`config.mk`:
```
export PLATFORM = sky130hd
export DESIGN_NAME = escaped_frame_receiver
export DESIGN_NICKNAME = d
export VERILOG_FILES = /design/src/hdl/efr_pkg.sv /design/src/hdl/efr_front.sv /design/src/hdl/efr_queue.sv /design/src/hdl/efr_out.sv /design/src/hdl/escaped_frame_receiver.sv
export SDC_FILE = /design/constraint.sdc
export NUM_CORES = 1
export LEC_CHECK = 0
export BUFFER_PORTS_ARGS = -buffer_cell sky130_fd_sc_hd__buf_2
export CORE_UTILIZATION = 28
export DETAILED_ROUTE_END_ITERATION = 10
export PLACE_DENSITY = 0.49
export SETUP_SLACK_MARGIN = 0.4
export SLEW_MARGIN = 20
export SYNTH_ARGS = -nofsm -noshare
export SYNTH_HDL_FRONTEND = slang
export SYNTH_HIERARCHICAL = 1
export SYNTH_SLANG_ARGS = --single-unit
```
`constraint.sdc`:
```
create_clock -name clk -period 7.1 [get_ports clk]
set_input_delay 1.42 -clock clk [delete_from_list [all_inputs] [get_ports clk]]
set_output_delay 1.42 -clock clk [all_outputs]
set_load 0.02 [all_outputs]
```
`src/hdl/efr_pkg.sv`:
```
`default_nettype none
// ----------------------------------------------------------------------------
// efr_pkg
// Shared types and codes for the escaped frame receiver: action and status
// codes, receiver modes, config register indexes and the result record.
// ----------------------------------------------------------------------------
package efr_pkg;

  // fixed field widths
  localparam int BYTE_W   = 8;
  localparam int IDX_W    = 5;
  localparam int LEN_W    = 6;
  localparam int STATUS_W = 4;
  localparam int ACTION_W = 2;
  localparam int CFG_IDX_W = 2;

  // result queue between front and back
  localparam int QUEUE_DEPTH = 4;
  localparam int QUEUE_AW    = $clog2(QUEUE_DEPTH);
  localparam int QUEUE_LVL_W = $clog2(QUEUE_DEPTH + 1);

  // action codes; the unused code behaves as a read
  localparam logic [ACTION_W-1:0] ACT_RECEIVE = 2'd0;
  localparam logic [ACTION_W-1:0] ACT_READ    = 2'd1;
  localparam logic [ACTION_W-1:0] ACT_RELEASE = 2'd2;

  // config register indexes
  localparam logic [CFG_IDX_W-1:0] CFG_START  = 2'd0;
  localparam logic [CFG_IDX_W-1:0] CFG_END    = 2'd1;
  localparam logic [CFG_IDX_W-1:0] CFG_ESCAPE = 2'd2;

  // config register reset values
  localparam logic [BYTE_W-1:0] START_RST  = 8'd2;
  localparam logic [BYTE_W-1:0] END_RST    = 8'd3;
  localparam logic [BYTE_W-1:0] ESCAPE_RST = 8'd27;

  typedef enum logic [1:0] {
    MODE_IDLE = 2'd0,
    MODE_RECV = 2'd1,
    MODE_ESC  = 2'd2,
    MODE_FULL = 2'd3
  } mode_t;

  typedef enum logic [STATUS_W-1:0] {
    ST_STORED       = 4'd0,
    ST_DONE         = 4'd1,
    ST_ESCAPE       = 4'd2,
    ST_NO_START     = 4'd3,
    ST_STRAY_START  = 4'd4,
    ST_OVERFLOW     = 4'd5,
    ST_NOT_RELEASED = 4'd6,
    ST_READ         = 4'd7,
    ST_RELEASED     = 4'd8
  } status_t;

  typedef struct packed {
    logic [BYTE_W-1:0] start_byte;
    logic [BYTE_W-1:0] end_byte;
    logic [BYTE_W-1:0] escape_byte;
  } cfg_t;

  // classified result, known at accept time
  typedef struct packed {
    status_t          status;
    logic [LEN_W-1:0] frame_length;
    logic             frame_ready;
    logic             rd_hit;
  } res_t;

  // queue entry: result plus the byte read from the store
  typedef struct packed {
    res_t              res;
    logic [BYTE_W-1:0] rd_byte;
  } entry_t;

endpackage : efr_pkg
`default_nettype wire

```
`src/hdl/efr_front.sv`:
```
`default_nettype none
// ----------------------------------------------------------------------------
// efr_front
// Accepts items, runs the receiver mode machine, writes and reads the frame
// store and hands one registered result per item to the result queue.
// ----------------------------------------------------------------------------
module efr_front #(
  parameter int CAPACITY = 32
) (
  input  wire logic                          clk,
  input  wire logic                          rst_n,
  input  wire efr_pkg::cfg_t                 cfg,
  input  wire logic                          in_valid,
  output logic                               in_stall,
  input  wire logic [efr_pkg::ACTION_W-1:0]  in_action,
  input  wire logic [efr_pkg::BYTE_W-1:0]    in_rx_byte,
  input  wire logic [efr_pkg::IDX_W-1:0]     in_read_index,
  input  wire logic [efr_pkg::QUEUE_LVL_W-1:0] q_level,
  output logic                               q_push,
  output efr_pkg::entry_t                    q_push_data
);
  import efr_pkg::*;

  localparam int CW = $clog2(CAPACITY + 1);
  localparam int AW = $clog2(CAPACITY);
  localparam int XW = (CW > IDX_W) ? CW : IDX_W;
  localparam int LW = (CW > LEN_W) ? CW : LEN_W;
  localparam int OW = QUEUE_LVL_W + 1;

  mode_t             mode_r, mode_nxt;
  logic [CW-1:0]     count_r, count_nxt;
  logic              s1_valid_r;
  res_t              s1_res_r, res_nxt;
  logic [BYTE_W-1:0] rd_byte_r;
  logic [BYTE_W-1:0] mem_r [CAPACITY];

  logic              accept;
  logic              is_recv, is_rel;
  logic              hit_start, hit_end, hit_esc, full;
  logic              wr_en, rd_en, rd_hit;
  logic [AW-1:0]     wr_addr, rd_addr;
  logic [XW-1:0]     idx_x, cnt_x;
  logic [LW-1:0]     len_x;
  logic [OW-1:0]     occ;
  status_t           status;

  // room check covers the item still in the read stage
  assign occ      = OW'(q_level) + OW'(s1_valid_r);
  assign in_stall = (occ >= OW'(QUEUE_DEPTH));
  assign accept   = in_valid & ~in_stall;

  // byte classification
  assign is_recv   = (in_action == ACT_RECEIVE);
  assign is_rel    = (in_action == ACT_RELEASE);
  assign hit_start = (in_rx_byte == cfg.start_byte);
  assign hit_end   = (in_rx_byte == cfg.end_byte);
  assign hit_esc   = (in_rx_byte == cfg.escape_byte);
  assign full      = (count_r == CW'(CAPACITY));

  // read lookup against the current length
  assign idx_x   = XW'(in_read_index);
  assign cnt_x   = XW'(count_r);
  assign rd_hit  = (idx_x < cnt_x);
  assign rd_addr = idx_x[AW-1:0];
  assign rd_en   = accept & ~is_recv & ~is_rel & rd_hit;

  // next mode
  always_comb begin
    mode_nxt = mode_r;
    if (accept && is_rel) begin
      mode_nxt = MODE_IDLE;
    end else if (accept && is_recv) begin
      unique case (mode_r)
        MODE_IDLE: mode_nxt = hit_start ? MODE_RECV : MODE_IDLE;
        MODE_RECV: begin
          if (hit_end) begin
            mode_nxt = full ? MODE_IDLE : MODE_FULL;
          end else if (hit_esc) begin
            mode_nxt = full ? MODE_IDLE : MODE_ESC;
          end else if (hit_start) begin
            mode_nxt = MODE_IDLE;
          end else begin
            mode_nxt = full ? MODE_IDLE : MODE_RECV;
          end
        end
        MODE_ESC:  mode_nxt = full ? MODE_IDLE : MODE_RECV;
        MODE_FULL: mode_nxt = MODE_IDLE;
        default:   mode_nxt = MODE_IDLE;
      endcase
    end
  end

  // status, length and store write for the item
  always_comb begin
    status    = ST_READ;
    count_nxt = count_r;
    wr_en     = 1'b0;
    wr_addr   = count_r[AW-1:0];
    if (is_rel) begin
      status = ST_RELEASED;
    end else if (is_recv) begin
      unique case (mode_r)
        MODE_IDLE: begin
          if (hit_start) begin
            status    = ST_STORED;
            wr_en     = 1'b1;
            wr_addr   = '0;
            count_nxt = CW'(1);
          end else begin
            status    = ST_NO_START;
            count_nxt = '0;
          end
        end
        MODE_RECV: begin
          if (hit_start && !hit_end && !hit_esc) begin
            status    = ST_STRAY_START;
            count_nxt = '0;
          end else if (full) begin
            status    = ST_OVERFLOW;
            count_nxt = '0;
          end else begin
            wr_en     = 1'b1;
            count_nxt = count_r + CW'(1);
            if (hit_end) begin
              status = ST_DONE;
            end else if (hit_esc) begin
              status = ST_ESCAPE;
            end else begin
              status = ST_STORED;
            end
          end
        end
        MODE_ESC: begin
          if (full) begin
            status    = ST_OVERFLOW;
            count_nxt = '0;
          end else begin
            status    = ST_STORED;
            wr_en     = 1'b1;
            count_nxt = count_r + CW'(1);
          end
        end
        MODE_FULL: begin
          status    = ST_NOT_RELEASED;
          count_nxt = '0;
        end
        default: begin
          status    = ST_NOT_RELEASED;
          count_nxt = '0;
        end
      endcase
    end
  end

  // result record
  assign len_x = LW'(count_nxt);
  always_comb begin
    res_nxt.status       = status;
    res_nxt.frame_length = len_x[LEN_W-1:0];
    res_nxt.frame_ready  = (mode_nxt == MODE_FULL);
    res_nxt.rd_hit       = ~is_recv & ~is_rel & rd_hit;
  end

  // control state
  always_ff @(posedge clk) begin
    if (!rst_n) begin
      mode_r     <= MODE_IDLE;
      count_r    <= '0;
      s1_valid_r <= 1'b0;
    end else begin
      mode_r     <= mode_nxt;
      s1_valid_r <= accept;
      if (accept) begin
        count_r <= count_nxt;
      end
    end
  end

  // result stage payload
  always_ff @(posedge clk) begin
    if (accept) begin
      s1_res_r <= res_nxt;
    end
  end

  // frame store, one access a cycle
  always_ff @(posedge clk) begin
    if (accept && wr_en) begin
      mem_r[wr_addr] <= in_rx_byte;
    end
    if (rd_en) begin
      rd_byte_r <= mem_r[rd_addr];
    end
  end

  // push to the result queue
  assign q_push = s1_valid_r;
  always_comb begin
    q_push_data.res     = s1_res_r;
    q_push_data.rd_byte = rd_byte_r;
  end

`ifndef SYNTHESIS
  a_count_bound: assert property (@(posedge clk) disable iff (!rst_n)
    count_r <= CW'(CAPACITY))
    else $error("frame length beyond capacity");

  a_open_not_empty: assert property (@(posedge clk) disable iff (!rst_n)
    mode_r != MODE_IDLE |-> count_r != '0)
    else $error("open frame with empty store");
`endif

endmodule : efr_front
`default_nettype wire

```
`src/hdl/efr_queue.sv`:
```
`default_nettype none
// ----------------------------------------------------------------------------
// efr_queue
// Short result queue that decouples the classifying front from the output
// register; reports its fill level for the front's room check.
// ----------------------------------------------------------------------------
module efr_queue (
  input  wire logic                            clk,
  input  wire logic                            rst_n,
  input  wire logic                            push,
  input  wire efr_pkg::entry_t                 push_data,
  input  wire logic                            pop,
  output efr_pkg::entry_t                      head,
  output logic                                 empty,
  output logic [efr_pkg::QUEUE_LVL_W-1:0]      level
);
  import efr_pkg::*;

  entry_t                 entries_r [QUEUE_DEPTH];
  logic [QUEUE_AW-1:0]    wr_ptr_r, rd_ptr_r;
  logic [QUEUE_LVL_W-1:0] level_r, level_nxt;

  assign head  = entries_r[rd_ptr_r];
  assign empty = (level_r == '0);
  assign level = level_r;

  // fill level
  always_comb begin
    level_nxt = level_r;
    if (push && !pop) begin
      level_nxt = level_r + QUEUE_LVL_W'(1);
    end else if (!push && pop) begin
      level_nxt = level_r - QUEUE_LVL_W'(1);
    end
  end

  // pointers
  always_ff @(posedge clk) begin
    if (!rst_n) begin
      wr_ptr_r <= '0;
      rd_ptr_r <= '0;
      level_r  <= '0;
    end else begin
      level_r <= level_nxt;
      if (push) begin
        wr_ptr_r <= wr_ptr_r + QUEUE_AW'(1);
      end
      if (pop) begin
        rd_ptr_r <= rd_ptr_r + QUEUE_AW'(1);
      end
    end
  end

  // entry storage
  always_ff @(posedge clk) begin
    if (push) begin
      entries_r[wr_ptr_r] <= push_data;
    end
  end

`ifndef SYNTHESIS
  a_no_overrun: assert property (@(posedge clk) disable iff (!rst_n)
    push && !pop |-> level_r < QUEUE_LVL_W'(QUEUE_DEPTH))
    else $error("result queue overrun");

  a_no_underrun: assert property (@(posedge clk) disable iff (!rst_n)
    pop |-> level_r != '0)
    else $error("result queue underrun");
`endif

endmodule : efr_queue
`default_nettype wire

```
`src/hdl/efr_out.sv`:
```
`default_nettype none
// ----------------------------------------------------------------------------
// efr_out
// Output register of the result channel: takes the queue head when the
// register is free or being taken, and masks read data beyond the length.
// ----------------------------------------------------------------------------
module efr_out (
  input  wire logic                           clk,
  input  wire logic                           rst_n,
  input  wire efr_pkg::entry_t                head,
  input  wire logic                           q_empty,
  output logic                                pop,
  output logic                                out_valid,
  input  wire logic                           out_stall,
  output logic [efr_pkg::STATUS_W-1:0]        out_status,
  output logic [efr_pkg::LEN_W-1:0]           out_frame_length,
  output logic                                out_frame_ready,
  output logic [efr_pkg::BYTE_W-1:0]          out_read_data
);
  import efr_pkg::*;

  logic                valid_r, valid_nxt;
  logic [STATUS_W-1:0] status_r;
  logic [LEN_W-1:0]    length_r;
  logic                ready_r;
  logic [BYTE_W-1:0]   data_r;

  // load when the register is empty or its item leaves this cycle
  assign pop = ~q_empty & (~valid_r | ~out_stall);

  always_comb begin
    valid_nxt = valid_r;
    if (pop) begin
      valid_nxt = 1'b1;
    end else if (!out_stall) begin
      valid_nxt = 1'b0;
    end
  end

  always_ff @(posedge clk) begin
    if (!rst_n) begin
      valid_r <= 1'b0;
    end else begin
      valid_r <= valid_nxt;
    end
  end

  // payload, read data zero unless a read item's index was inside the frame
  always_ff @(posedge clk) begin
    if (pop) begin
      status_r <= head.res.status;
      length_r <= head.res.frame_length;
      ready_r  <= head.res.frame_ready;
      data_r   <= head.res.rd_hit ? head.rd_byte : '0;
    end
  end

  assign out_valid        = valid_r;
  assign out_status       = status_r;
  assign out_frame_length = length_r;
  assign out_frame_ready  = ready_r;
  assign out_read_data    = data_r;

endmodule : efr_out
`default_nettype wire

```
`src/hdl/escaped_frame_receiver.sv`:
```
`default_nettype none
// Path: a result passes the store-read stage, a result queue entry and the
// output register before it shows on out_valid.
// Throughput: one item per cycle; in_stall rises only when the 4-entry result
// queue plus the item in the store-read stage fill it up.
// Reset (synchronous, rst_n low): receiver idle, length zero, queue and
// output empty, delimiters back to 2/3/27; frame store contents are kept.
// ----------------------------------------------------------------------------
// escaped_frame_receiver
// Start/end delimited frame receiver with escape byte: gathers one frame into
// a store, reports per-item status and serves reads of the stored frame.
// ----------------------------------------------------------------------------
module escaped_frame_receiver #(
  parameter int CAPACITY = 32
) (
  input  wire logic                            clk,
  input  wire logic                            rst_n,
  input  wire logic                            cfg_we,
  input  wire logic [efr_pkg::CFG_IDX_W-1:0]   cfg_index,
  input  wire logic [efr_pkg::BYTE_W-1:0]      cfg_data,
  input  wire logic                            in_valid,
  output logic                                 in_stall,
  input  wire logic [efr_pkg::ACTION_W-1:0]    in_action,
  input  wire logic [efr_pkg::BYTE_W-1:0]      in_rx_byte,
  input  wire logic [efr_pkg::IDX_W-1:0]       in_read_index,
  output logic                                 out_valid,
  input  wire logic                            out_stall,
  output logic [efr_pkg::STATUS_W-1:0]         out_status,
  output logic [efr_pkg::LEN_W-1:0]            out_frame_length,
  output logic                                 out_frame_ready,
  output logic [efr_pkg::BYTE_W-1:0]           out_read_data
);
  import efr_pkg::*;

  cfg_t                   cfg_r, cfg_nxt;
  logic                   q_push, q_pop, q_empty;
  entry_t                 q_push_data, q_head;
  logic [QUEUE_LVL_W-1:0] q_level;

  // config register decode
  always_comb begin
    cfg_nxt = cfg_r;
    if (cfg_we) begin
      unique case (cfg_index)
        CFG_START:  cfg_nxt.start_byte  = cfg_data;
        CFG_END:    cfg_nxt.end_byte    = cfg_data;
        CFG_ESCAPE: cfg_nxt.escape_byte = cfg_data;
        default:    cfg_nxt = cfg_r;
      endcase
    end
  end

  always_ff @(posedge clk) begin
    if (!rst_n) begin
      cfg_r.start_byte  <= START_RST;
      cfg_r.end_byte    <= END_RST;
      cfg_r.escape_byte <= ESCAPE_RST;
    end else begin
      cfg_r <= cfg_nxt;
    end
  end

  // classify, store and look up
  efr_front #(
    .CAPACITY (CAPACITY)
  ) u_front (
    .clk           (clk),
    .rst_n         (rst_n),
    .cfg           (cfg_r),
    .in_valid      (in_valid),
    .in_stall      (in_stall),
    .in_action     (in_action),
    .in_rx_byte    (in_rx_byte),
    .in_read_index (in_read_index),
    .q_level       (q_level),
    .q_push        (q_push),
    .q_push_data   (q_push_data)
  );

  // result queue
  efr_queue u_queue (
    .clk       (clk),
    .rst_n     (rst_n),
    .push      (q_push),
    .push_data (q_push_data),
    .pop       (q_pop),
    .head      (q_head),
    .empty     (q_empty),
    .level     (q_level)
  );

  // output register
  efr_out u_out (
    .clk              (clk),
    .rst_n            (rst_n),
    .head             (q_head),
    .q_empty          (q_empty),
    .pop              (q_pop),
    .out_valid        (out_valid),
    .out_stall        (out_stall),
    .out_status       (out_status),
    .out_frame_length (out_frame_length),
    .out_frame_ready  (out_frame_ready),
    .out_read_data    (out_read_data)
  );

endmodule : escaped_frame_receiver
`default_nettype wire

```
Word level (Yosys, flattened, before mapping)
Memories as Yosys holds them, arrays and structs flattened. A register that Yosys moved wholly into a read port is not among the register bits.
Index checks and enable logic that the tools add are counted.
W data, S select, Z words.
{ "totals": {"regBits": 72, "ram_bits": 336, "inputBits": 30, "out_inout_bits": 21, "elab_cells": 117, "n_memories": 2} }
{ "classes": {"addsub": 6, "magnitude_cmp": 2, "n_eq_ne": 12, "mux": 44, "bitwise": 14, "reduce_logical": 19} }
{ "mem_list": {"columns": ["name", "words", "width", "read_ports", "rd_ports_with_merged_regs", "write_ports", "line_no", "text"], "rows": [
  ["u_front.mem_r", 32, 8, 1, 1, 1, "efr_front.sv:35", "logic [BYTE_W-1:0] mem_r [CAPACITY];"],
  ["u_queue.entries_r", 4, 20, 1, 1, 1, "efr_queue.sv:19", "entry_t entries_r [QUEUE_DEPTH];"]
]} }
{ "ops": {"columns": ["cell", "count"], "rows": [
  ["$eq A8 B8 Y1", 3],
  ["$mux W6", 4],
  ["$pmux W6 S4", 1],
  ["$mux W2", 11],
  ["$mux W5", 4],
  ["$mux W4", 4],
  ["$pmux W4 S4", 1],
  ["$mux W1", 14],
  ["$eq A2 B2 Y1 const B", 5],
  ["$mux W3", 3],
  ["$pmux W2 S4", 1],
  ["$and A1 B1 Y1", 7],
  ["$logic_and A1 B1 Y1", 7],
  ["$add A6 B1 Y6 const B", 1],
  ["$eq A6 B6 Y1 const B", 1],
  ["$logic_not A2 Y1", 3],
  ["$lt A5 B6 Y1", 1],
  ["$not A1 Y1", 6],
  ["$reduce_and A2 Y1", 3],
  ["$add A2 B1 Y2 const B", 2],
  ["$add A3 B1 Y4", 1],
  ["$eq A2 B1 Y1 const B", 2],
  ["$ge A4 B3 Y1 const B", 1],
  ["$logic_not A1 Y1", 4],
  ["7 further kinds", 7]
]} }

Longest topological paths before layout
Gate-level depths: netlist of the first run.
{ "logic_depth": {"ltp_word": 11, "mapped_depth": 9} }

By module
The synthesis of the first run kept the hierarchy.
{ "modules_own_cells": {"columns": ["mod", "instances", "cells_each", "area_per_inst_um2", "seq_area_each_um2"], "rows": [
  ["efr_front", 1, 597, 11727.5, 8468.1],
  ["efr_queue", 1, 146, 3323.2, 2582.5],
  ["escaped_frame_receiver", 1, 93, 937.1, 480.5],
  ["efr_out", 1, 31, 660.6, 590.6]
]} }

Worst setup path after synthesis of the first run
OpenSTA, ideal clock, no wires.
{ "synth_path": {"path_kind": "input port to flip-flop", "start": "input port in_rx_byte[7] in the netlist's numbering", "end": "memory u_front.mem_r[20][0], enable pin", "setup_ns": 0.395, "t_arrival_ns": 3.459, "required_ns": 6.705, "path_slack_ns": 3.247, "stages": 6, "path_buffers": 0, "path_cell_list": "xor2_1 > nor4_2 > nand2_1 > a211oi_4 > nor2_2 > nor4_1"} }
{ "synth_between": {"elab_chain_cells": 11, "word_cells_on_any_way": 19, "classes_between": "3 x eq/ne; 11 x mux; 5 x reduce/logical"} }
{ "synth_lines": {"columns": ["item", "line_no", "text"], "rows": [
  ["start: declaration", "escaped_frame_receiver.sv:24", "input wire logic [efr_pkg::BYTE_W-1:0] in_rx_byte,"],
  ["$eq A8 B8 Y1", "efr_front.sv:56", "assign hit_end = (in_rx_byte == cfg.end_byte);"],
  ["$logic_not A1 Y1", "efr_front.sv:115", "if (hit_start && !hit_end && !hit_esc) begin"],
  ["$logic_and A1 B1 Y1 (2 in series)", "efr_front.sv:115", null],
  ["$mux W1", "efr_front.sv:115", null],
  ["$pmux W1 S3", "efr_front.sv:102", "unique case (mode_r)"],
  ["$mux W1", "efr_front.sv:101", "end else if (is_recv) begin"],
  ["$mux W1", "efr_front.sv:99", "if (is_rel) begin"],
  ["$logic_and A1 B1 Y1", "efr_front.sv:188", "if (accept && wr_en) begin"],
  ["$mux W1", "efr_front.sv:188", null],
  ["$mux W1 (implied by the code)", "efr_front.sv:189", "mem_r[wr_addr] <= in_rx_byte;"],
  ["end: declaration", "efr_front.sv:35", null]
]} }
Parallel ways exist; a longest one is shown, timed or not.

Final worst setup path of the first run
{ "layout_path": {"start": "input port in_rx_byte[1] in the netlist's numbering", "end": "memory u_front.mem_r[24][7], enable pin"} }
The elaborated chain is that of the path after synthesis.

==> impl_metrics.py, run 1 <==
metrics = {
    "sta": {
        "finalHoldViolCount": 0,
        "timing.max_slew.rel_slack_pct": 30.0,
        "worst_clock_skew_ns": 0.0240,
        "finalHoldWorstSlack_ns": 0.477,
        "worst_slew_pin_slew_ns": 1.04,
        "fin_crit_sh_pct": 59.8,
        "final_max_slew_viol_count": 0,
        "max_clock_freq_ghz": 0.235,
        "finalCriticalPeriod_ns": 4.25,
        "tns_ns": 0,
        "grt_setup_unrepaired": "no",
        "finalSetupViolations": 0,
    },
    "finish": {
        "final_common_cell": "sky130_fd_sc_hd__edfxtp_1",
        "final_cell_count_no_fill": 1755,
        "design_area_um2": 19400,
        "fraction_of_layout_instances_using_a_drive_strength_above_1_pct": 27.9,
        "layout.cells.most_common_list": "sky130_fd_sc_hd__edfxtp_1, sky130_fd_sc_hd__mux4_2, sky130_fd_sc_hd__buf_2",
        "post-route-util_pct": 32.9,
        "diodes": 0,
        "synthToLayoutAreaGrowth_pct": 16.3,
        "final_net_count": 989,
    },
    "power_and_ir_drop": {
        "powerDensity_nw_per_um2": 302,
        "power.leakage_nw": 6.17,
        "max-vdd-ir-drop_uv": 170,
    },
    "place": {
        "placedInstanceArea_um2": 17900,
        "post-place-cells": 1674,
        "gp_congestion": 0.762,
        "port_buffers": 50,
        "detailed_place_hpwl_um": 24000,
    },
    "worst_setup_path": {
        "worst-r2r-cell-count": 9,
        "cp_data_arrival_time_ns": 4.53,
        "cp_data_required_time_ns": 7.38,
        "r2r-start": "u_front/q_push",
        "criticalPathCategory": "primary input to flip-flop",
        "path_max_fanout": 35,
        "timing.critical_path.from_type": "primary input",
        "worst_setup_path_end_kind": "flip-flop",
        "crit_startpoint": "in_rx_byte[1]",
    },
    "logic_synthesis": {
        "synth-xor-area-share_pct": 1.53,
        "synthesis.instances": 867,
        "sequential_cell_area_fraction_in_the_yosys_report_pct": 72.8,
        "combinational_family_with_the_most_area_after_synthesis": "multiplexers",
        "compound_cell_area_share_of_the_yosys_netlist_pct": 2.56,
        "post_synth_and_or_nand_nor_area_fraction_pct": 5.24,
        "synth-edff-count": 375,
        "synth_mux_area_share_pct": 15.5,
        "synth_seq_cells": 418,
        "ys_async_sr_fraction_pct": 0,
        "post_synth.cell_area_avg_um2": 19.2,
        "yosys_warning_total": 6,
        "post_synth_fa_ha_maj_area_fraction_pct": 0.947,
        "area_of_the_mapped_netlist_um2": 16600,
        "dominantRegCellSynth": "sky130_fd_sc_hd__edfxtp_1",
        "ys_types": 61,
        "post_synthesis_net_count": 909,
    },
    "die": {
        "initial_utilization_pct": 28.3,
        "core_area_um2": 58900,
        "io_pins": 51,
        "fp-row-count": 89,
        "die-area_um2": 60400,
        "fp.dieH_um": 246,
        "die_span_x_um": 246,
    },
    "clock_tree": {
        "clkSinkCount": 418,
        "cts.repair_timing.setup_buffer_count": 0,
        "cts_htree_levels": 2,
        "tritoncts": "done",
        "clockBufferDepth": 3,
        "clock-root-buffer": "sky130_fd_sc_hd__clkbuf_16",
        "worst_setup_hold_path_clk_slew_ns": 0.06,
        "cts_hold_repair.buffers": 0,
        "later_pin_clock_latency_in_the_skew_report_ns": 0.57,
        "postCtsResizedCells": 0,
        "tritoncts_buffers": 44,
    },
    "flow_run": {
        "drv.max_cap_violation_count": 0,
    },
    "hold_path": {
        "worstHoldStart": "cfg_r[18]",
        "min_path_cells": 2,
        "hp-class": "flip-flop to flip-flop",
    },
    "grt": {
        "grt_start_max_net_pins": 57,
        "antenna_found_initial": 3,
        "global_route_wire_length_before_repair_um": 54900,
        "gr-total-overflow": 0,
        "globalRouteTotalUtil_pct": 12.3,
        "grt_pass1_vias": 8376,
    },
    "detailed_routing": {
        "wl_per_cell_um": 20.7,
        "detail_route.drc_violations": 0,
        "detailedRoute.firstPassIterationCount": 5,
        "dr.first_iter.drc_count": 763,
        "vias_per_std_cell": 4.63,
        "via_count": 8121,
        "drt-total-wl_um": 36400,
        "route.antenna.remaining_nets": 0,
    },
    "status": {
        "run_status": "finished, final reports clean",
    },
}
[per-stage QoR]
step / setup slack, ns / total power, mW
after floorplan: 3.25 / 3.36
after global placement: 2.21 / 3.58
after detailed placement: 2.27 / 3.59
after CTS: 2.85 / 5.95
after global routing: 2.52 / 6.09
final: 2.85 / 5.85
[synth_stat cells (2+ instances only)]
cell	count	share of area (%)
sky130_fd_sc_hd__nand2b_1	3	0.11
sky130_fd_sc_hd__nand3_1	15	0.45
sky130_fd_sc_hd__xor2_1	19	1.0
sky130_fd_sc_hd__nor4_2	6	0.45
sky130_fd_sc_hd__a21oi_1	9	0.27
sky130_fd_sc_hd__nor3_1	14	0.42
sky130_fd_sc_hd__xnor2_1	10	0.53
sky130_fd_sc_hd__buf_1	3	0.068
sky130_fd_sc_hd__or3_1	2	0.075
sky130_fd_sc_hd__mux2_2	8	0.54
sky130_fd_sc_hd__mux2i_1	24	1.4
sky130_fd_sc_hd__nor4_1	5	0.19
sky130_fd_sc_hd__o21ai_1	2	0.060
sky130_fd_sc_hd__nor2_1	32	0.72
sky130_fd_sc_hd__o21ai_0	10	0.30
sky130_fd_sc_hd__buf_6	2	0.14
sky130_fd_sc_hd__clkbuf_1	17	0.38
sky130_fd_sc_hd__and2_1	19	0.71
sky130_fd_sc_hd__o31ai_1	2	0.090
sky130_fd_sc_hd__a211oi_1	5	0.23
sky130_fd_sc_hd__edfxtp_1	375	68
sky130_fd_sc_hd__o211ai_1	7	0.32
sky130_fd_sc_hd__a31oi_1	4	0.15
sky130_fd_sc_hd__nand4_1	5	0.19
sky130_fd_sc_hd__dfxtp_1	43	5.2
sky130_fd_sc_hd__inv_1	14	0.32
sky130_fd_sc_hd__o211ai_2	2	0.15
sky130_fd_sc_hd__a21o_1	4	0.18
sky130_fd_sc_hd__nor2b_1	11	0.41
sky130_fd_sc_hd__or2_2	3	0.11
sky130_fd_sc_hd__mux4_2	100	14
sky130_fd_sc_hd__nand4b_1	2	0.11
sky130_fd_sc_hd__and3b_1	2	0.11
sky130_fd_sc_hd__ha_1	11	0.83
sky130_fd_sc_hd__nand2_1	38	0.86
sky130_fd_sc_hd__buf_2	14	0.42
[registers in the layout, summed over array words and instances (netlist names), named ones only]
signal                  count
u_out/out_frame_length      6
u_out/out_status            4
u_queue/entries_r          80
u_out/out_frame_ready       1
u_out/out_read_data         8
u_front/cnt_x               6
u_front/mode_r              2
u_queue/rd_ptr_r            2
cfg_r                      24
u_front/rd_byte_r           8
u_queue/wr_ptr_r            2
u_out/out_valid             1
u_front/q_push_data        12
u_front/mem_r             256
u_front/q_push              1
u_queue/level               3
[cell families (layout without fill, tap and decap cells)]
| logic type | Yosys count | count (layout) |
|---|---|---|
| AOI/OAI and AO/OA | 59 | 59 |
| xor gates and xnor gates | 29 | 29 |
| adders and majority gates | 12 | 12 |
| buffers and inverters | 53 | 168 |
| DFF | 418 | 418 |
| muxes | 132 | 132 |
| and+or+nand+nor | 164 | 164 |
[power by group]
| group | switching, mW | internal [mW] | total, mW |
|---|---|---|---|
| logic | 0.370 | 0.251 | 0.621 |
| registers | 0.0511 | 2.84 | 2.90 |
| clock network | 0.950 | 1.38 | 2.33 |
[worst max-delay path, stage by stage]
cell,delay [ns]
sky130_fd_sc_hd__buf_2,0.55
sky130_fd_sc_hd__xor2_1,0.16
sky130_fd_sc_hd__nor4_2,0.37
sky130_fd_sc_hd__nand2_1,0.24
sky130_fd_sc_hd__a211oi_4,0.41
sky130_fd_sc_hd__nor2_2,0.05
sky130_fd_sc_hd__buf_4,0.23
sky130_fd_sc_hd__nor4_1,0.79
sky130_fd_sc_hd__buf_4,0.27
[cell type report]
type	count	area, um2
Fill cell	5591	39500
Sequential cell	418	12100
Multi-Input combinational cell	396	4340
Clock buffer	52	1150
Tap cell	773	967
Timing Repair Buffer	71	410
Clock inverter	29	313
Inverter	16	60.1
[routing by layer]
| metal | part of all wire, % | vias to the layer above | GRT usage, % |
|---|---|---|---|
| met5 | 0.13 | - | 0 |
| met4 | 2.4 | 6 | 4.15 |
| met3 | 5.1 | 58 | 2.68 |
| met2 | 47 | 197 | 19.3 |
| met1 | 46 | 4192 | 16.9 |
| li1 | - | 3668 | - |
[worst paths after layout]
| path | end | slack [ns] |
|---|---|---|
| setup / recovery | u_front/mem_r[24][7] | 2.85 |
| hold / removal | cfg_r[18] | 0.48 |
| setup reg to reg | u_front/mem_r[24][7] | 3.43 |
| hold reg to reg | cfg_r[18] | 0.48 |
(Power assumes the default switching activity.)
==> run 2: changes to the inputs <==
==> constraint.sdc (replaced) <==
create_clock -name clk -period 4 [get_ports clk]
set_input_delay 0.8 -clock clk [delete_from_list [all_inputs] [get_ports clk]]
set_output_delay 0.8 -clock clk [all_outputs]
set_load 0.02 [all_outputs]
==> impl_metrics.py, run 2 (same netlist as run 1, synthesis figures left out) <==
metrics = {
    "status": {
        "run_status": "finished, final reports clean",
    },
    "worst_setup_path": {
        "timing.critical_path.slowest_stage_cell": "sky130_fd_sc_hd__nor4_2",
        "cp_slowest_stage_delay_ns": 0.79,
        "path_max_fanout": 10,
        "timing.critical_path.from_type": "flip-flop",
        "critical_path.reg2reg.endpoint": "u_front/mem_r[8][3]",
        "worst-r2r-cell-count": 8,
        "cp_data_arrival_time_ns": 3.40,
        "cp_data_required_time_ns": 4.18,
        "crit_chain": "a31oi_1 > nand2_1 > inv_2 > nand4_1 > a211oi_4 > nor2_2 > buf_4 > nor4_2",
        "worst_setup_path_end_kind": "flip-flop",
        "criticalPathCategory": "flip-flop to flip-flop",
        "crit_startpoint": "u_front/q_push",
        "r2r_slack_ns": 0.78,
        "endpoint": "u_front/mem_r[8][3]",
        "r2r-start": "u_front/q_push",
    },
    "sta": {
        "finalHoldViolCount": 0,
        "final_max_slew_viol_count": 0,
        "worst_clock_skew_ns": 0.0206,
        "max_clock_freq_ghz": 0.310,
        "fin_crit_sh_pct": 80.6,
        "worst_slew_pin_slew_ns": 0.974,
        "tns_ns": 0,
        "finalCriticalPeriod_ns": 3.22,
        "timing.max_slew.rel_slack_pct": 34.5,
        "finalHoldWorstSlack_ns": 0.477,
        "grt_setup_unrepaired": "no",
        "finalSetupViolations": 0,
    },
    "hold_path": {
        "hp-class": "flip-flop to flip-flop",
    },
    "detailed_routing": {
        "drt-total-wl_um": 39900,
        "via_count": 8318,
        "wl_per_cell_um": 22.1,
        "dr.first_iter.drc_count": 514,
        "vias_per_std_cell": 4.61,
        "detailedRoute.firstPassIterationCount": 5,
        "detail_route.drc_violations": 0,
        "route.antenna.remaining_nets": 0,
    },
    "clock_tree": {
        "cts_hold_repair.buffers": 0,
        "clock-root-buffer": "sky130_fd_sc_hd__clkbuf_16",
        "clkSinkCount": 418,
        "cts_htree_levels": 2,
        "worst_setup_hold_path_clk_slew_ns": 0.06,
        "tritoncts_buffers": 45,
        "cts.repair_timing.setup_buffer_count": 0,
        "later_pin_clock_latency_in_the_skew_report_ns": 0.57,
        "clockBufferDepth": 3,
        "tritoncts": "done",
        "postCtsResizedCells": 0,
    },
    "die": {
        "io_pins": 51,
        "die-area_um2": 60400,
        "initial_utilization_pct": 28.3,
        "die_span_x_um": 246,
        "core_area_um2": 58900,
        "fp.dieH_um": 246,
        "fp-row-count": 89,
    },
    "finish": {
        "diodes": 0,
        "largest_reg_flops": 256,
        "fraction_of_layout_instances_using_a_drive_strength_above_1_pct": 30.8,
        "final_net_count": 1036,
        "top_regs": "u_front/mem_r: 256 flops, u_queue/entries_r: 80 flops, cfg_r: 24 flops",
        "final_common_cell": "sky130_fd_sc_hd__edfxtp_1",
        "layout.cells.most_common_list": "sky130_fd_sc_hd__edfxtp_1, sky130_fd_sc_hd__mux4_2, sky130_fd_sc_hd__buf_4",
        "fillers": 5611,
        "synthToLayoutAreaGrowth_pct": 18.5,
        "max_flop_register": "u_front/mem_r",
    },
    "grt": {
        "globalRouteTotalUtil_pct": 13.5,
        "antenna_found_initial": 3,
        "global_route_wire_length_before_repair_um": 59100,
        "gr-total-overflow": 0,
        "grt_start_max_net_pins": 48,
        "grt_pass1_vias": 8482,
    },
    "place": {
        "gp_congestion": 0.778,
        "port_buffers": 50,
        "detailed_place_hpwl_um": 27200,
    },
    "power_and_ir_drop": {
        "max-vdd-ir-drop_uv": 279,
        "powerDensity_nw_per_um2": 527,
        "power.leakage_nw": 6.44,
    },
    "flow_run": {
        "drv.max_cap_violation_count": 0,
    },
}
-- run 2: cell types whose count changed in the layout (fill, tap and decap cells not counted), moves of 3 or more --
cell                         delta
sky130_fd_sc_hd__and2_1         -3
sky130_fd_sc_hd__and2_2         +3
sky130_fd_sc_hd__buf_12         +4
sky130_fd_sc_hd__buf_4         +42
sky130_fd_sc_hd__clkbuf_16      +3
sky130_fd_sc_hd__clkinvlp_4     -3
sky130_fd_sc_hd__nor3_1         +5
sky130_fd_sc_hd__nor3_2         -5
-- run 2: worst max-delay path, delay by kind of cell (launching register included) --
family / cells / cell delay (ns)
AOI/OAI and AO/OA: 2 / 0.65
DFF: 1 / 0.39
buffers and inverters: 2 / 0.32
and+or+nand+nor: 4 / 1.45
-- run 2: how the worst min path moves through the flow --
stage                     slack, ns                        to  cells past startpoint               startpoint
final                          0.48                 cfg_r[14]                      2                cfg_r[14]
after global routing           0.50           u_out/out_valid                      3                out_stall
after CTS                      0.47                 cfg_r[16]                      3              cfg_data[0]
after detailed placement       0.48                 cfg_r[13]                      2                cfg_r[13]
after global placement         0.47  u_queue/entries_r[2][14]                      0  u_front/q_push_data[14]
after floorplan                0.45                 cfg_r[10]                      2                cfg_r[10]
-- run 2: final cells by class --
class | instances | area, um2 | share of cell area [%]
Clock inverter | 28 | 253 | 1.28
Sequential cell | 418 | 12100 | 61.4
Multi-Input combinational cell | 396 | 4320 | 21.9
Tap cell | 773 | 967 | 4.90
Clock buffer | 55 | 1210 | 6.11
Inverter | 16 | 60.1 | 0.304
Timing Repair Buffer | 117 | 806 | 4.08
-- run 2: metal layers --
| layer | global-route usage (%) | vias up | routed length (um) |
|---|---|---|---|
| met4 | 3.43 | 2 | 593 |
| met3 | 2.85 | 41 | 2060 |
| li1 | - | 3753 | - |
| met5 | 0 | - | 9 |
| met1 | 19.6 | 4341 | 19200 |
| met2 | 20.4 | 181 | 18000 |
-- run 2: stage by stage --
step	cell area (um2)	utilization, %	setup WS (ns)	power [mW]	std cells
2_1_floorplan	16600	-	0.767	5.97	867
3_3_place_gp	18300	31.0	0.403	6.40	1720
3_5_place_dp	18300	31.0	0.291	6.42	1720
4_1_cts	19700	33.5	0.641	10.6	1803
5_1_grt	19700	33.5	0.460	10.8	1803
6_report	19700	33.5	0.777	10.4	1803
-- run 2: power by group --
part	internal [mW]	switching [mW]
clock network	2.41	1.70
logic	0.464	0.638
registers	5.05	0.128
total	7.93	2.47
